[src/rtl/core/trfd_pkg.sv]
// Package for the touch report frame decoder.
// Holds field widths, status and register codes, and the stored point type.
// No dependencies.
package trfd_pkg;

   localparam int MAX_FINGERS = 5;
   localparam int SLOT_W      = 3;
   localparam int POS_W       = 16;
   localparam int BYTE_W      = 8;
   localparam int BPOS_W      = 5;
   localparam int CSR_IDX_W   = 3;

   localparam logic [1:0] ST_SLOT      = 2'd0;
   localparam logic [1:0] ST_NOT_READY = 2'd1;
   localparam logic [1:0] ST_RELOAD    = 2'd2;
   localparam logic [1:0] ST_CKSUM     = 2'd3;

   localparam logic [CSR_IDX_W-1:0] CSR_MAX_X  = 3'd0;
   localparam logic [CSR_IDX_W-1:0] CSR_MAX_Y  = 3'd1;
   localparam logic [CSR_IDX_W-1:0] CSR_SWAP   = 3'd2;
   localparam logic [CSR_IDX_W-1:0] CSR_FLIP_X = 3'd3;
   localparam logic [CSR_IDX_W-1:0] CSR_FLIP_Y = 3'd4;

   localparam logic [BYTE_W-1:0] READY_MASK = 8'hC0;
   localparam logic [BYTE_W-1:0] READY_VAL  = 8'h80;
   localparam logic [3:0]        KEY_MASK   = 4'hF;

   typedef struct packed {
      logic [POS_W-1:0]  x;
      logic [POS_W-1:0]  y;
      logic [BYTE_W-1:0] w;
   } point_type;

endpackage

[src/rtl/core/touch_report_frame_decoder_top.sv]
// Touch report frame decoder with one shared saturating subtract unit; depends on trfd_pkg.
// Frame bytes may follow back to back while the decoder is idle; none is taken while results are pending.
// After the checksum byte a status result is valid the next cycle, or the slot reports
// follow: slots are scanned, touched ones first, each touched report passes the flip X and
// flip Y steps, a released report goes straight out, and output stalls hold the flow.
// Synchronous reset: control registers to defaults; result data, point store not cleared.
module touch_report_frame_decoder_top
   import trfd_pkg::*;
(
   input  logic                  clock,
   input  logic                  reset,
   input  logic                  req_valid,
   output logic                  req_ready,
   input  logic [BYTE_W-1:0]     req_frame_byte,
   input  logic                  req_frame_start,
   output logic                  rsp_valid,
   input  logic                  rsp_ready,
   output logic [1:0]            rsp_status,
   output logic [SLOT_W-1:0]     rsp_slot,
   output logic                  rsp_touching,
   output logic [POS_W-1:0]      rsp_pos_x,
   output logic [POS_W-1:0]      rsp_pos_y,
   output logic [BYTE_W-1:0]     rsp_contact_width,
   output logic                  rsp_last,
   input  logic                  csr_valid,
   output logic                  csr_ready,
   input  logic [CSR_IDX_W-1:0]  csr_index,
   input  logic [POS_W-1:0]      csr_data
);

   localparam logic [2:0] S_IDLE = 3'd0;
   localparam logic [2:0] S_SCAN = 3'd1;
   localparam logic [2:0] S_FX   = 3'd2;
   localparam logic [2:0] S_FY   = 3'd3;
   localparam logic [2:0] S_OUT  = 3'd4;

   logic [2:0]             state_ff, state_in;
   logic [POS_W-1:0]       max_x_ff, max_y_ff;
   logic                   swap_ff, flip_x_ff, flip_y_ff;
   logic [BPOS_W-1:0]      bpos_ff, bpos_in;
   logic [BPOS_W-1:0]      data_end_ff, data_end_in;
   logic [MAX_FINGERS-1:0] mask_ff, mask_in;
   logic                   ready_ok_ff, ready_ok_in;
   logic                   reload_ff, reload_in;
   logic [BYTE_W-1:0]      sum_ff, sum_in;
   logic                   active_ff, active_in;
   logic [2:0]             part_ff, part_in;
   logic [SLOT_W-1:0]      entry_ff, entry_in;
   logic [SLOT_W-1:0]      slot_ff, slot_in;
   logic                   pass_ff, pass_in;
   logic [SLOT_W-1:0]      k_ff, k_in;
   logic [SLOT_W-1:0]      ord_ff, ord_in;

   logic [1:0]             status_ff, status_in;
   logic                   touch_ff, touch_in;
   logic [POS_W-1:0]       cx_ff, cx_in, cy_ff, cy_in;
   logic [BYTE_W-1:0]      w_ff, w_in;
   logic                   last_ff, last_in;

   point_type              store_ff [MAX_FINGERS];
   logic                   store_we;

   logic                   req_fire, rsp_fire, csr_fire;
   logic [2:0]             pop;
   logic                   slot_bit, slot_match, slot_end;
   point_type              rd_pt;
   logic [POS_W-1:0]       sub_lim, sub_val, sub_res;
   logic [POS_W:0]         sub_diff;

   assign req_ready = (state_ff == S_IDLE);
   assign rsp_valid = (state_ff == S_OUT);
   assign csr_ready = 1'b1;
   assign req_fire  = req_valid && req_ready;
   assign rsp_fire  = rsp_valid && rsp_ready;
   assign csr_fire  = csr_valid && csr_ready;

   assign rsp_status        = status_ff;
   assign rsp_slot          = slot_ff;
   assign rsp_touching      = touch_ff;
   assign rsp_pos_x         = cx_ff;
   assign rsp_pos_y         = cy_ff;
   assign rsp_contact_width = w_ff;
   assign rsp_last          = last_ff;

   // shared saturating subtract unit
   assign sub_lim  = (state_ff == S_FX) ? max_x_ff : max_y_ff;
   assign sub_val  = (state_ff == S_FX) ? cx_ff : cy_ff;
   assign sub_diff = {1'b0, sub_lim} - {1'b0, sub_val};
   assign sub_res  = sub_diff[POS_W] ? '0 : sub_diff[POS_W-1:0];

   assign slot_bit   = mask_ff[slot_ff];
   assign slot_match = pass_ff ? !slot_bit : slot_bit;
   assign slot_end   = (slot_ff == SLOT_W'(MAX_FINGERS - 1));
   assign rd_pt      = store_ff[ord_ff];

   always_comb begin
      pop = '0;
      for (int i = 0; i < MAX_FINGERS; i++) begin
         pop = pop + 3'(req_frame_byte[i]);
      end
   end

   always_comb begin
      state_in    = state_ff;
      bpos_in     = bpos_ff;
      data_end_in = data_end_ff;
      mask_in     = mask_ff;
      ready_ok_in = ready_ok_ff;
      reload_in   = reload_ff;
      sum_in      = sum_ff;
      active_in   = active_ff;
      part_in     = part_ff;
      entry_in    = entry_ff;
      slot_in     = slot_ff;
      pass_in     = pass_ff;
      k_in        = k_ff;
      ord_in      = ord_ff;
      status_in   = status_ff;
      touch_in    = touch_ff;
      cx_in       = cx_ff;
      cy_in       = cy_ff;
      w_in        = w_ff;
      last_in     = last_ff;
      store_we    = 1'b0;
      case (state_ff)
         S_IDLE: begin
            if (req_fire) begin
               if (req_frame_start) begin
                  mask_in     = req_frame_byte[MAX_FINGERS-1:0];
                  ready_ok_in = (req_frame_byte & READY_MASK) == READY_VAL;
                  data_end_in = BPOS_W'({pop, 2'b00}) + BPOS_W'(pop) + BPOS_W'(2);
                  reload_in   = 1'b0;
                  sum_in      = '0;
                  bpos_in     = BPOS_W'(1);
                  active_in   = 1'b1;
                  part_in     = '0;
                  entry_in    = '0;
               end else if (active_ff) begin
                  if (bpos_ff == BPOS_W'(1)) begin
                     reload_in = (req_frame_byte[3:0] & KEY_MASK) == KEY_MASK;
                     bpos_in   = BPOS_W'(2);
                  end else if (bpos_ff < data_end_ff) begin
                     store_we = 1'b1;
                     sum_in   = sum_ff + req_frame_byte;
                     bpos_in  = bpos_ff + BPOS_W'(1);
                     if (part_ff == 3'd4) begin
                        part_in  = '0;
                        entry_in = entry_ff + SLOT_W'(1);
                     end else begin
                        part_in = part_ff + 3'd1;
                     end
                  end else begin
                     active_in = 1'b0;
                     bpos_in   = '0;
                     slot_in   = '0;
                     pass_in   = 1'b0;
                     k_in      = '0;
                     ord_in    = '0;
                     touch_in  = 1'b0;
                     cx_in     = '0;
                     cy_in     = '0;
                     w_in      = '0;
                     last_in   = 1'b1;
                     if (!ready_ok_ff) begin
                        status_in = ST_NOT_READY;
                        state_in  = S_OUT;
                     end else if (reload_ff) begin
                        status_in = ST_RELOAD;
                        state_in  = S_OUT;
                     end else if (sum_ff != req_frame_byte) begin
                        status_in = ST_CKSUM;
                        state_in  = S_OUT;
                     end else begin
                        status_in = ST_SLOT;
                        last_in   = 1'b0;
                        state_in  = S_SCAN;
                     end
                  end
               end
            end
         end
         S_SCAN: begin
            if (slot_match) begin
               if (!pass_ff) begin
                  touch_in = 1'b1;
                  cx_in    = swap_ff ? rd_pt.y : rd_pt.x;
                  cy_in    = swap_ff ? rd_pt.x : rd_pt.y;
                  w_in     = rd_pt.w;
                  ord_in   = ord_ff + SLOT_W'(1);
                  state_in = S_FX;
               end else begin
                  touch_in = 1'b0;
                  cx_in    = '0;
                  cy_in    = '0;
                  w_in     = '0;
                  last_in  = (k_ff == SLOT_W'(MAX_FINGERS - 1));
                  state_in = S_OUT;
               end
            end else if (slot_end) begin
               pass_in = 1'b1;
               slot_in = '0;
            end else begin
               slot_in = slot_ff + SLOT_W'(1);
            end
         end
         S_FX: begin
            if (flip_x_ff) begin
               cx_in = sub_res;
            end
            state_in = S_FY;
         end
         S_FY: begin
            if (flip_y_ff) begin
               cy_in = sub_res;
            end
            last_in  = (k_ff == SLOT_W'(MAX_FINGERS - 1));
            state_in = S_OUT;
         end
         S_OUT: begin
            if (rsp_fire) begin
               if (last_ff) begin
                  state_in = S_IDLE;
               end else begin
                  k_in     = k_ff + SLOT_W'(1);
                  state_in = S_SCAN;
                  if (slot_end) begin
                     pass_in = 1'b1;
                     slot_in = '0;
                  end else begin
                     slot_in = slot_ff + SLOT_W'(1);
                  end
               end
            end
         end
         default: begin
            state_in = S_IDLE;
         end
      endcase
   end

   always_ff @(posedge clock) begin
      if (reset) begin
         state_ff    <= S_IDLE;
         max_x_ff    <= POS_W'(800);
         max_y_ff    <= POS_W'(480);
         swap_ff     <= 1'b0;
         flip_x_ff   <= 1'b0;
         flip_y_ff   <= 1'b0;
         bpos_ff     <= '0;
         data_end_ff <= '0;
         mask_ff     <= '0;
         ready_ok_ff <= 1'b0;
         reload_ff   <= 1'b0;
         sum_ff      <= '0;
         active_ff   <= 1'b0;
         part_ff     <= '0;
         entry_ff    <= '0;
         slot_ff     <= '0;
         pass_ff     <= 1'b0;
         k_ff        <= '0;
         ord_ff      <= '0;
         last_ff     <= 1'b0;
      end else begin
         state_ff    <= state_in;
         bpos_ff     <= bpos_in;
         data_end_ff <= data_end_in;
         mask_ff     <= mask_in;
         ready_ok_ff <= ready_ok_in;
         reload_ff   <= reload_in;
         sum_ff      <= sum_in;
         active_ff   <= active_in;
         part_ff     <= part_in;
         entry_ff    <= entry_in;
         slot_ff     <= slot_in;
         pass_ff     <= pass_in;
         k_ff        <= k_in;
         ord_ff      <= ord_in;
         last_ff     <= last_in;
         if (csr_fire) begin
            case (csr_index)
               CSR_MAX_X:  max_x_ff  <= csr_data;
               CSR_MAX_Y:  max_y_ff  <= csr_data;
               CSR_SWAP:   swap_ff   <= csr_data[0];
               CSR_FLIP_X: flip_x_ff <= csr_data[0];
               CSR_FLIP_Y: flip_y_ff <= csr_data[0];
               default: begin
               end
            endcase
         end
      end
   end

   always_ff @(posedge clock) begin
      status_ff <= status_in;
      touch_ff  <= touch_in;
      cx_ff     <= cx_in;
      cy_ff     <= cy_in;
      w_ff      <= w_in;
      if (store_we) begin
         case (part_ff)
            3'd0:    store_ff[entry_ff].x[15:8] <= req_frame_byte;
            3'd1:    store_ff[entry_ff].x[7:0]  <= req_frame_byte;
            3'd2:    store_ff[entry_ff].y[15:8] <= req_frame_byte;
            3'd3:    store_ff[entry_ff].y[7:0]  <= req_frame_byte;
            default: store_ff[entry_ff].w       <= req_frame_byte;
         endcase
      end
   end

   a_no_overlap: assert property (@(posedge clock) disable iff (reset)
      rsp_valid |-> !req_ready)
      else $error("input taken while a result is pending");

   a_status_last: assert property (@(posedge clock) disable iff (reset)
      (rsp_valid && rsp_status != ST_SLOT) |-> rsp_last)
      else $error("status result not marked last");

   a_release_zero: assert property (@(posedge clock) disable iff (reset)
      (rsp_valid && rsp_status == ST_SLOT && !rsp_touching) |->
      (rsp_pos_x == '0 && rsp_pos_y == '0 && rsp_contact_width == '0))
      else $error("released slot carries coordinates");

   a_last_idle: assert property (@(posedge clock) disable iff (reset)
      (rsp_valid && rsp_ready && rsp_last) |=> req_ready)
      else $error("no return to byte collection after final result");

endmodule
[config.mk]
export PLATFORM = sky130hd
export DESIGN_NAME = touch_report_frame_decoder_top
export DESIGN_NICKNAME = d
export VERILOG_FILES = /design/src/rtl/core/trfd_pkg.sv /design/src/rtl/core/touch_report_frame_decoder_top.sv
export SDC_FILE = /design/constraint.sdc
export NUM_CORES = 1
export LEC_CHECK = 0
export CORE_MARGIN = 10
export CORE_UTILIZATION = 47
export DETAILED_ROUTE_END_ITERATION = 8
export DONT_BUFFER_PORTS = 1
export PLACE_DENSITY = 0.67
export SLEW_MARGIN = 25
export SYNTH_ARGS = -nofsm -noshare
export SYNTH_HDL_FRONTEND = slang
export SYNTH_SLANG_ARGS = --single-unit
export TNS_END_PERCENT = 10
[constraint.sdc]
create_clock -name clock -period 4.5 [get_ports clock]
set_clock_uncertainty 0.1 [all_clocks]
set_input_delay 0.225 -clock clock [delete_from_list [all_inputs] [get_ports clock]]
set_output_delay 0.225 -clock clock [all_outputs]
set_load 0.03 [all_outputs]
[Word level (Yosys, flattened, before mapping)]
Memories as Yosys holds them, arrays and structs flattened. A register that Yosys moved wholly into a read port is not among the register bits.
Cells that the tools add are included.
W data, S select, Z words.
Cells by class
  add/subtract/negate cells: 14
  multipliers: 0
  divide/modulo/power cells: 0
  $lt $le $gt $ge: 2
  equal/unequal tests: 32
  shift-type cells: 0
  muxes and demuxes: 131
  bitwise gates (word level): 3
  reductions and logical operators: 36
Operator list (count)
  $mux W16: 16
  $mux W3: 36
  $pmux W16 S3: 2
  $mux W8: 11
  $mux W1: 51
  $reduce_and A8 Y1: 5
  $ne A2 B2 Y1 const B: 11
  $mux W5: 4
  $eq A3 B2 Y1 const B: 6
  $sub A16 B16 Y17: 1
  $pmux W8 S2: 1
  $add A3 B1 Y3 const B: 5
  $eq A3 B3 Y1 const B: 5
  $pmux W3 S5: 1
  $reduce_and A7 Y1: 2
  $pmux W3 S2: 2
  $reduce_and A2 Y1: 6
  $reduce_and A6 Y1: 2
  $reduce_bool A2 Y1: 6
  $eq A3 B1 Y1 const B: 3
  $logic_not A3 Y1: 3
  $pmux W3 S3: 1
  $reduce_and A9 Y1: 1
  $reduce_bool A3 Y1: 3
  25 further kinds: 34
Storage, ports and cells
  register bits: 124
  bits in latches: 0
  RAM bits: 200
  memory bits (read-only): 0
  bits of input ports: 33
  output and inout bits: 50
  word-level logic and storage cells: 244
  memories kept: 1
Memory list
  store_ff: words 5, width 40, read ports 1, clocked after memory_dff 1, write ports 1, line touch_report_frame_decoder_top.sv:60  | point_type store_ff [MAX_FINGERS];

[Depth between registers and ports, before layout]
  word-level depth: 10
  depth in mapped cells: 15

[Least setup slack after synthesis]
Ideal clock, no wire load.
  path type: register to register
  start point: reg state_ff[0]
  end point: reg cx_ff[14] (netlist: rsp_pos_x[14]), data pin
  setup time: 0.274 ns
  arrival: 3.442 ns
  data required time: 4.126 ns
  path slack: 0.685 ns
  cell stages (with the launch flop): 14
  path buffers: 3
  period minus slack after synthesis: 3.815 ns
  path through: dfxtp_1 clkbuf_1 nand2b_1 nor2_1 clkbuf_1 mux2_2 ha_1 a211oi_1 or3b_2 nand3_1 a21oi_1 nand2_1 clkbuf_1 o22ai_1
On the way
  cells in the longest elaborated chain, start to end: 6
Ends and longest elaborated chain
  start: declaration: line touch_report_frame_decoder_top.sv:37  | logic [2:0] state_ff, state_in;
  start signal: assignment: line touch_report_frame_decoder_top.sv:264  | state_ff <= state_in;
  $eq A3 B2 Y1: line touch_report_frame_decoder_top.sv:86, touch_report_frame_decoder_top.sv:87, touch_report_frame_decoder_top.sv:125
  $mux W16 (on tied branches): line touch_report_frame_decoder_top.sv:86, touch_report_frame_decoder_top.sv:87
  $sub A16 B16 Y17: line touch_report_frame_decoder_top.sv:88  | assign sub_diff = {1'b0, sub_lim} - {1'b0, sub_val};
  $mux W16: line touch_report_frame_decoder_top.sv:89  | assign sub_res = sub_diff[POS_W] ? '0 : sub_diff[POS_W-1:0];
  $mux W16: line touch_report_frame_decoder_top.sv:207  | if (flip_x_ff) begin
  $pmux W16 S3 (*): line touch_report_frame_decoder_top.sv:125  | case (state_ff)
  named net cx_in[14]: line touch_report_frame_decoder_top.sv:56  | logic [POS_W-1:0] cx_ff, cx_in, cy_ff, cy_in;
  end signal: assignment: line touch_report_frame_decoder_top.sv:296  | cx_ff <= cx_in;
  end: declaration: line touch_report_frame_decoder_top.sv:56
The timed path passes the listed nets; every way through them passes the cells marked *. The select of a mux whose other input is x is not followed.
A chain may end at the register's enable or synchronous reset.

[Final worst setup path]
  start point: reg state_ff[0]
  end point: reg cy_ff[8] (netlist: rsp_pos_y[8]), data pin
On the way
  cells in the longest elaborated chain, start to end: 6
Ends and longest elaborated chain
  $eq A3 B2 Y1: line touch_report_frame_decoder_top.sv:86, touch_report_frame_decoder_top.sv:87
  $mux W16 (on tied branches): line touch_report_frame_decoder_top.sv:86, touch_report_frame_decoder_top.sv:87
  $sub A16 B16 Y17: line touch_report_frame_decoder_top.sv:88
  $mux W16: line touch_report_frame_decoder_top.sv:89
  $mux W16: line touch_report_frame_decoder_top.sv:213  | if (flip_y_ff) begin
  $pmux W16 S3 (*): line touch_report_frame_decoder_top.sv:125
  named net cy_in[8]: line touch_report_frame_decoder_top.sv:56
  end signal: assignment: line touch_report_frame_decoder_top.sv:297  | cy_ff <= cy_in;
  end: declaration: line touch_report_frame_decoder_top.sv:56
Marked as above.

==> out/summary.md <==
## Run status
* status: finished, final reports clean

## Power
* fraction of power consumed by sequential logic: 50.0%
* switching power: 1.49 mW
* power density over the cells: 389 nW/um^2
* switching share of total power: 22.5%
* highest ir drop seen on vdd: 0.000303 V
* total leakage power: 5.62 nW
* Int Pwr: 5.14 mW
* relative contribution of the clock network to total power: 43.8%
* share of power burned in combinational logic: 6.2%

## Critical path
* Req. time, crit path: 4730 ps
* Critical Path Max Stage Delay: 500 ps
* CP cell instances: nand2b_1 > nor2_4 > buf_4 > mux2_2 > ha_1 > o21ai_0 > or3b_2 > a41oi_1 > a21oi_1 > nand3_1 > o21ai_0
* Critical Path Sink Type: flop
* RR Startpoint: state_ff[0]$_SDFFE_PP0P_
* CP startpoint kind: flop
* crit path DAT: 4250 ps
* Worst R2R Path Depth: 11
* end of the worst register-to-register path: rsp_pos_y[8]$_DFFE_PP_
* R2R Setup Slk: 480 ps
* crit path max fanout: 20
* type of the worst setup path: flop to flop
* cell with the biggest individual delay on the critical path: nor2_4
* most frequent cell on the critical path: o21ai_0

## Global routing
* overall fraction of global-route tracks in use: 17.2%
* number of global-route vias before repair: 9059
* Overflow after GRT: 0
* global-route wire length before repair: 52600 um
* largest net degree at the start of global routing: 82
* antenna violations before repair: 1

## Drt
* routed via count: 9186
* antenna violation net count after detailed routing: 0
* routed vias/inst: 5.77
* post-DR wirelength/cell: 21.4 um
* routed wire length: 34100 um
* drt first pass iters: 5
* final routed DRC violation total: 0
* number of DRC markers after the initial detailed-route iteration: 655

## Clocking
* number of setup buffers added after CTS: 0
* clock-pin slew on the worst setup and hold paths: 60 ps
* source-to-sink clock delay at the later pin of the worst-skew pair: 530 ps
* worst-case clock buffer depth: 3
* total clock sinks: 327
* root cell of the clock tree: clkbuf_16
* hold_buf cts: 43
* clock buffer count from CTS: 36
* number of gates resized after cts: 0
* TritonCTS clock tree: done
* H-Tree Level Count: 2

## Timing
* total negative slack for setup checks: 0 ps
* worst rel slew slack: 34.5%
* share of the cycle needed by the critical path after routing: 89.3%
* achievable clock frequency: 0.249 GHz
* Final Slew Violations: 0
* clock period minus worst slack: 4020 ps
* worst setup margin: 480 ps
* hold slack final: 35.0 ps
* Least-Margin Pin Slew: 983 ps
* number of endpoints with negative hold slack in the final report: 0
* setup violation total in the final timing report: 0
* setup repair after global routing missed its margin: no

## Place
* Area after DPL: 15400 um^2
* Setup WS pre-CTS: 536 ps
* PortBufs: 0
* placer congestion estimate: 0.873
* placed wire-length estimate: 22800 um

## Layout
* multi-input gate area in the final layout: 5720 um^2
* Seq. cell area: 8980 um^2
* post-layout net count: 1243
* area growth from synthesis to layout: 13.7%
* share of layout cells above drive strength 1: 15.4%
* count of fill cells added during filler insertion: 2532
* post-route design area: 17100 um^2

## Min path
* Hold Startpoint: req_frame_start
* worst hold path endpoint: bpos_ff[2]$_SDFFE_PP0P_
* path class of the lowest-slack min-delay path: primary input to flop
* Min-Delay Path Depth: 4

## Synthesis
* cells after synthesis: 1119
* netlist area before placement: 15000 um^2
* most frequently used cell type in the post-synthesis netlist: edfxtp_1
* Post-synth top flop: edfxtp_1
* cell type with the highest aggregate area in the netlist: edfxtp_1
* fraction of synthesis flops using an asynchronous set or reset pin: 0%
* largest cells by area after synthesis: edfxtp_1 49%, dfxtp_1 11%, mux4_2 10%
* Synth top area share: 48.6%
* Syn. warnings: 0
* syn nets: 1202
* top cells by instance count after synthesis: 243 x edfxtp_1, 141 x nand2_1, 84 x dfxtp_1
* count of state elements after synthesis: 327
* count of flip-flops with a built-in enable after synthesis: 243
* count of different cell masters after synthesis: 73
* average cell area after synthesis: 13.4 um^2
* sequential cell area fraction in the yosys report: 59.9%

## Floorplanning
* die outline area: 39500 um^2
* initial core utilization: 47.5%
* horizontal die dimension: 199 um
* # IOs: 83
* total number of placement rows: 65
* die height: 199 um
* placeable core region: 31600 um^2

## Run
* count of max-cap constraint violations: 0

-- critical path, delay by kind of cell, from the launching register on --
kind	cells	cell delay, ps
buf+inv	1	350
compound gates	4	930
fa+ha+maj	1	450
simple gates	4	1320
flops	1	310
mux	1	360
-- worst max path at each step --
stage,start,to,slack [ps],depth (start not counted)
after detailed placement,state_ff[0]$_SDFFE_PP0P_,rsp_pos_x[6]$_DFFE_PP_,540,11
final,state_ff[0]$_SDFFE_PP0P_,rsp_pos_y[8]$_DFFE_PP_,480,11
after global placement,state_ff[0]$_SDFFE_PP0P_,rsp_pos_y[9]$_DFFE_PP_,650,11
after global routing,state_ff[0]$_SDFFE_PP0P_,rsp_pos_y[9]$_DFFE_PP_,230,11
after floorplan,state_ff[0]$_SDFFE_PP0P_,rsp_pos_x[14]$_DFFE_PP_,680,13
after CTS,state_ff[0]$_SDFFE_PP0P_,rsp_pos_y[8]$_DFFE_PP_,530,11
-- through the flow --
stage	util, %	cells	total power [mW]
2_1_floorplan	-	1119	3.64
3_3_place_gp	48.9	1479	3.70
3_5_place_dp	48.9	1480	3.71
4_1_cts	54.1	1588	6.68
5_1_grt	54.0	1590	6.85
6_report	54.1	1591	6.63
-- flip-flops by register name (all words and copies together), names as in the netlist, 5 cells and up, named ones only --
register,count
rsp_pos_x,16
store_ff,200
data_end_ff,5
sum_ff,8
rsp_pos_y,16
bpos_ff,5
max_x_ff,16
mask_ff,5
rsp_contact_width,8
max_y_ff,16
-- cell usage in the layout (no fill, tap or decap), types with 36 or more instances in the layout --
| cell | count |
|---|---|
| a21oi_1 | 74 |
| clkbuf_16 | 36 |
| dfxtp_1 | 80 |
| dlygate4sd3_1 | 37 |
| edfxtp_1 | 243 |
| ha_1 | 45 |
| mux4_2 | 69 |
| nand2_1 | 141 |
| nor2_1 | 65 |
| o21ai_0 | 47 |
-- kinds of logic (layout without fill, tap and decap cells) --
| group | Yosys count | count (layout) | share of synthesized area (%) |
|---|---|---|---|
| flip-flops | 327 | 327 | 59.9 |
| AND/OR/NAND/NOR | 311 | 311 | 9.87 |
| AO/OA/AOI/OAI | 199 | 199 | 8.09 |
| multiplexers | 123 | 123 | 14.1 |
| buffers and inverters | 85 | 153 | 2.24 |
| adder cells (fa/ha/maj) | 50 | 50 | 4.42 |
| XOR/XNOR | 23 | 23 | 1.34 |
| other | 1 | 3 | 0.0250 |
-- power by group through the flow --
stage                     logic [mW]  clock network [mW]  registers [mW]
final                          0.410                2.90            3.32
after global routing           0.457                3.07            3.32
after CTS                      0.413                2.95            3.32
after detailed placement       0.332                   0            3.38
after global placement         0.325                   0            3.38
after floorplan                0.270                   0            3.37
-- per-layer routing --
| metal | routed length (um) | GRT usage (%) |
|---|---|---|
| met5 | 0 | 0 |
| met4 | 767 | 5.28 |
| met3 | 1910 | 3.02 |
| met2 | 17300 | 29.8 |
| met1 | 14100 | 21.4 |
-- cell type report --
type | instances | share of cell area, %
well taps | 402 | 2.95
clock buffers | 40 | 5.37
multi-input cells | 707 | 33.5
diodes | 2 | 0.0293
clock inverters | 25 | 1.50
flip-flops and latches | 327 | 52.7
repair buffers | 58 | 3.29
inverters | 30 | 0.660
Note: power is estimated with default switching activity, not from simulation.
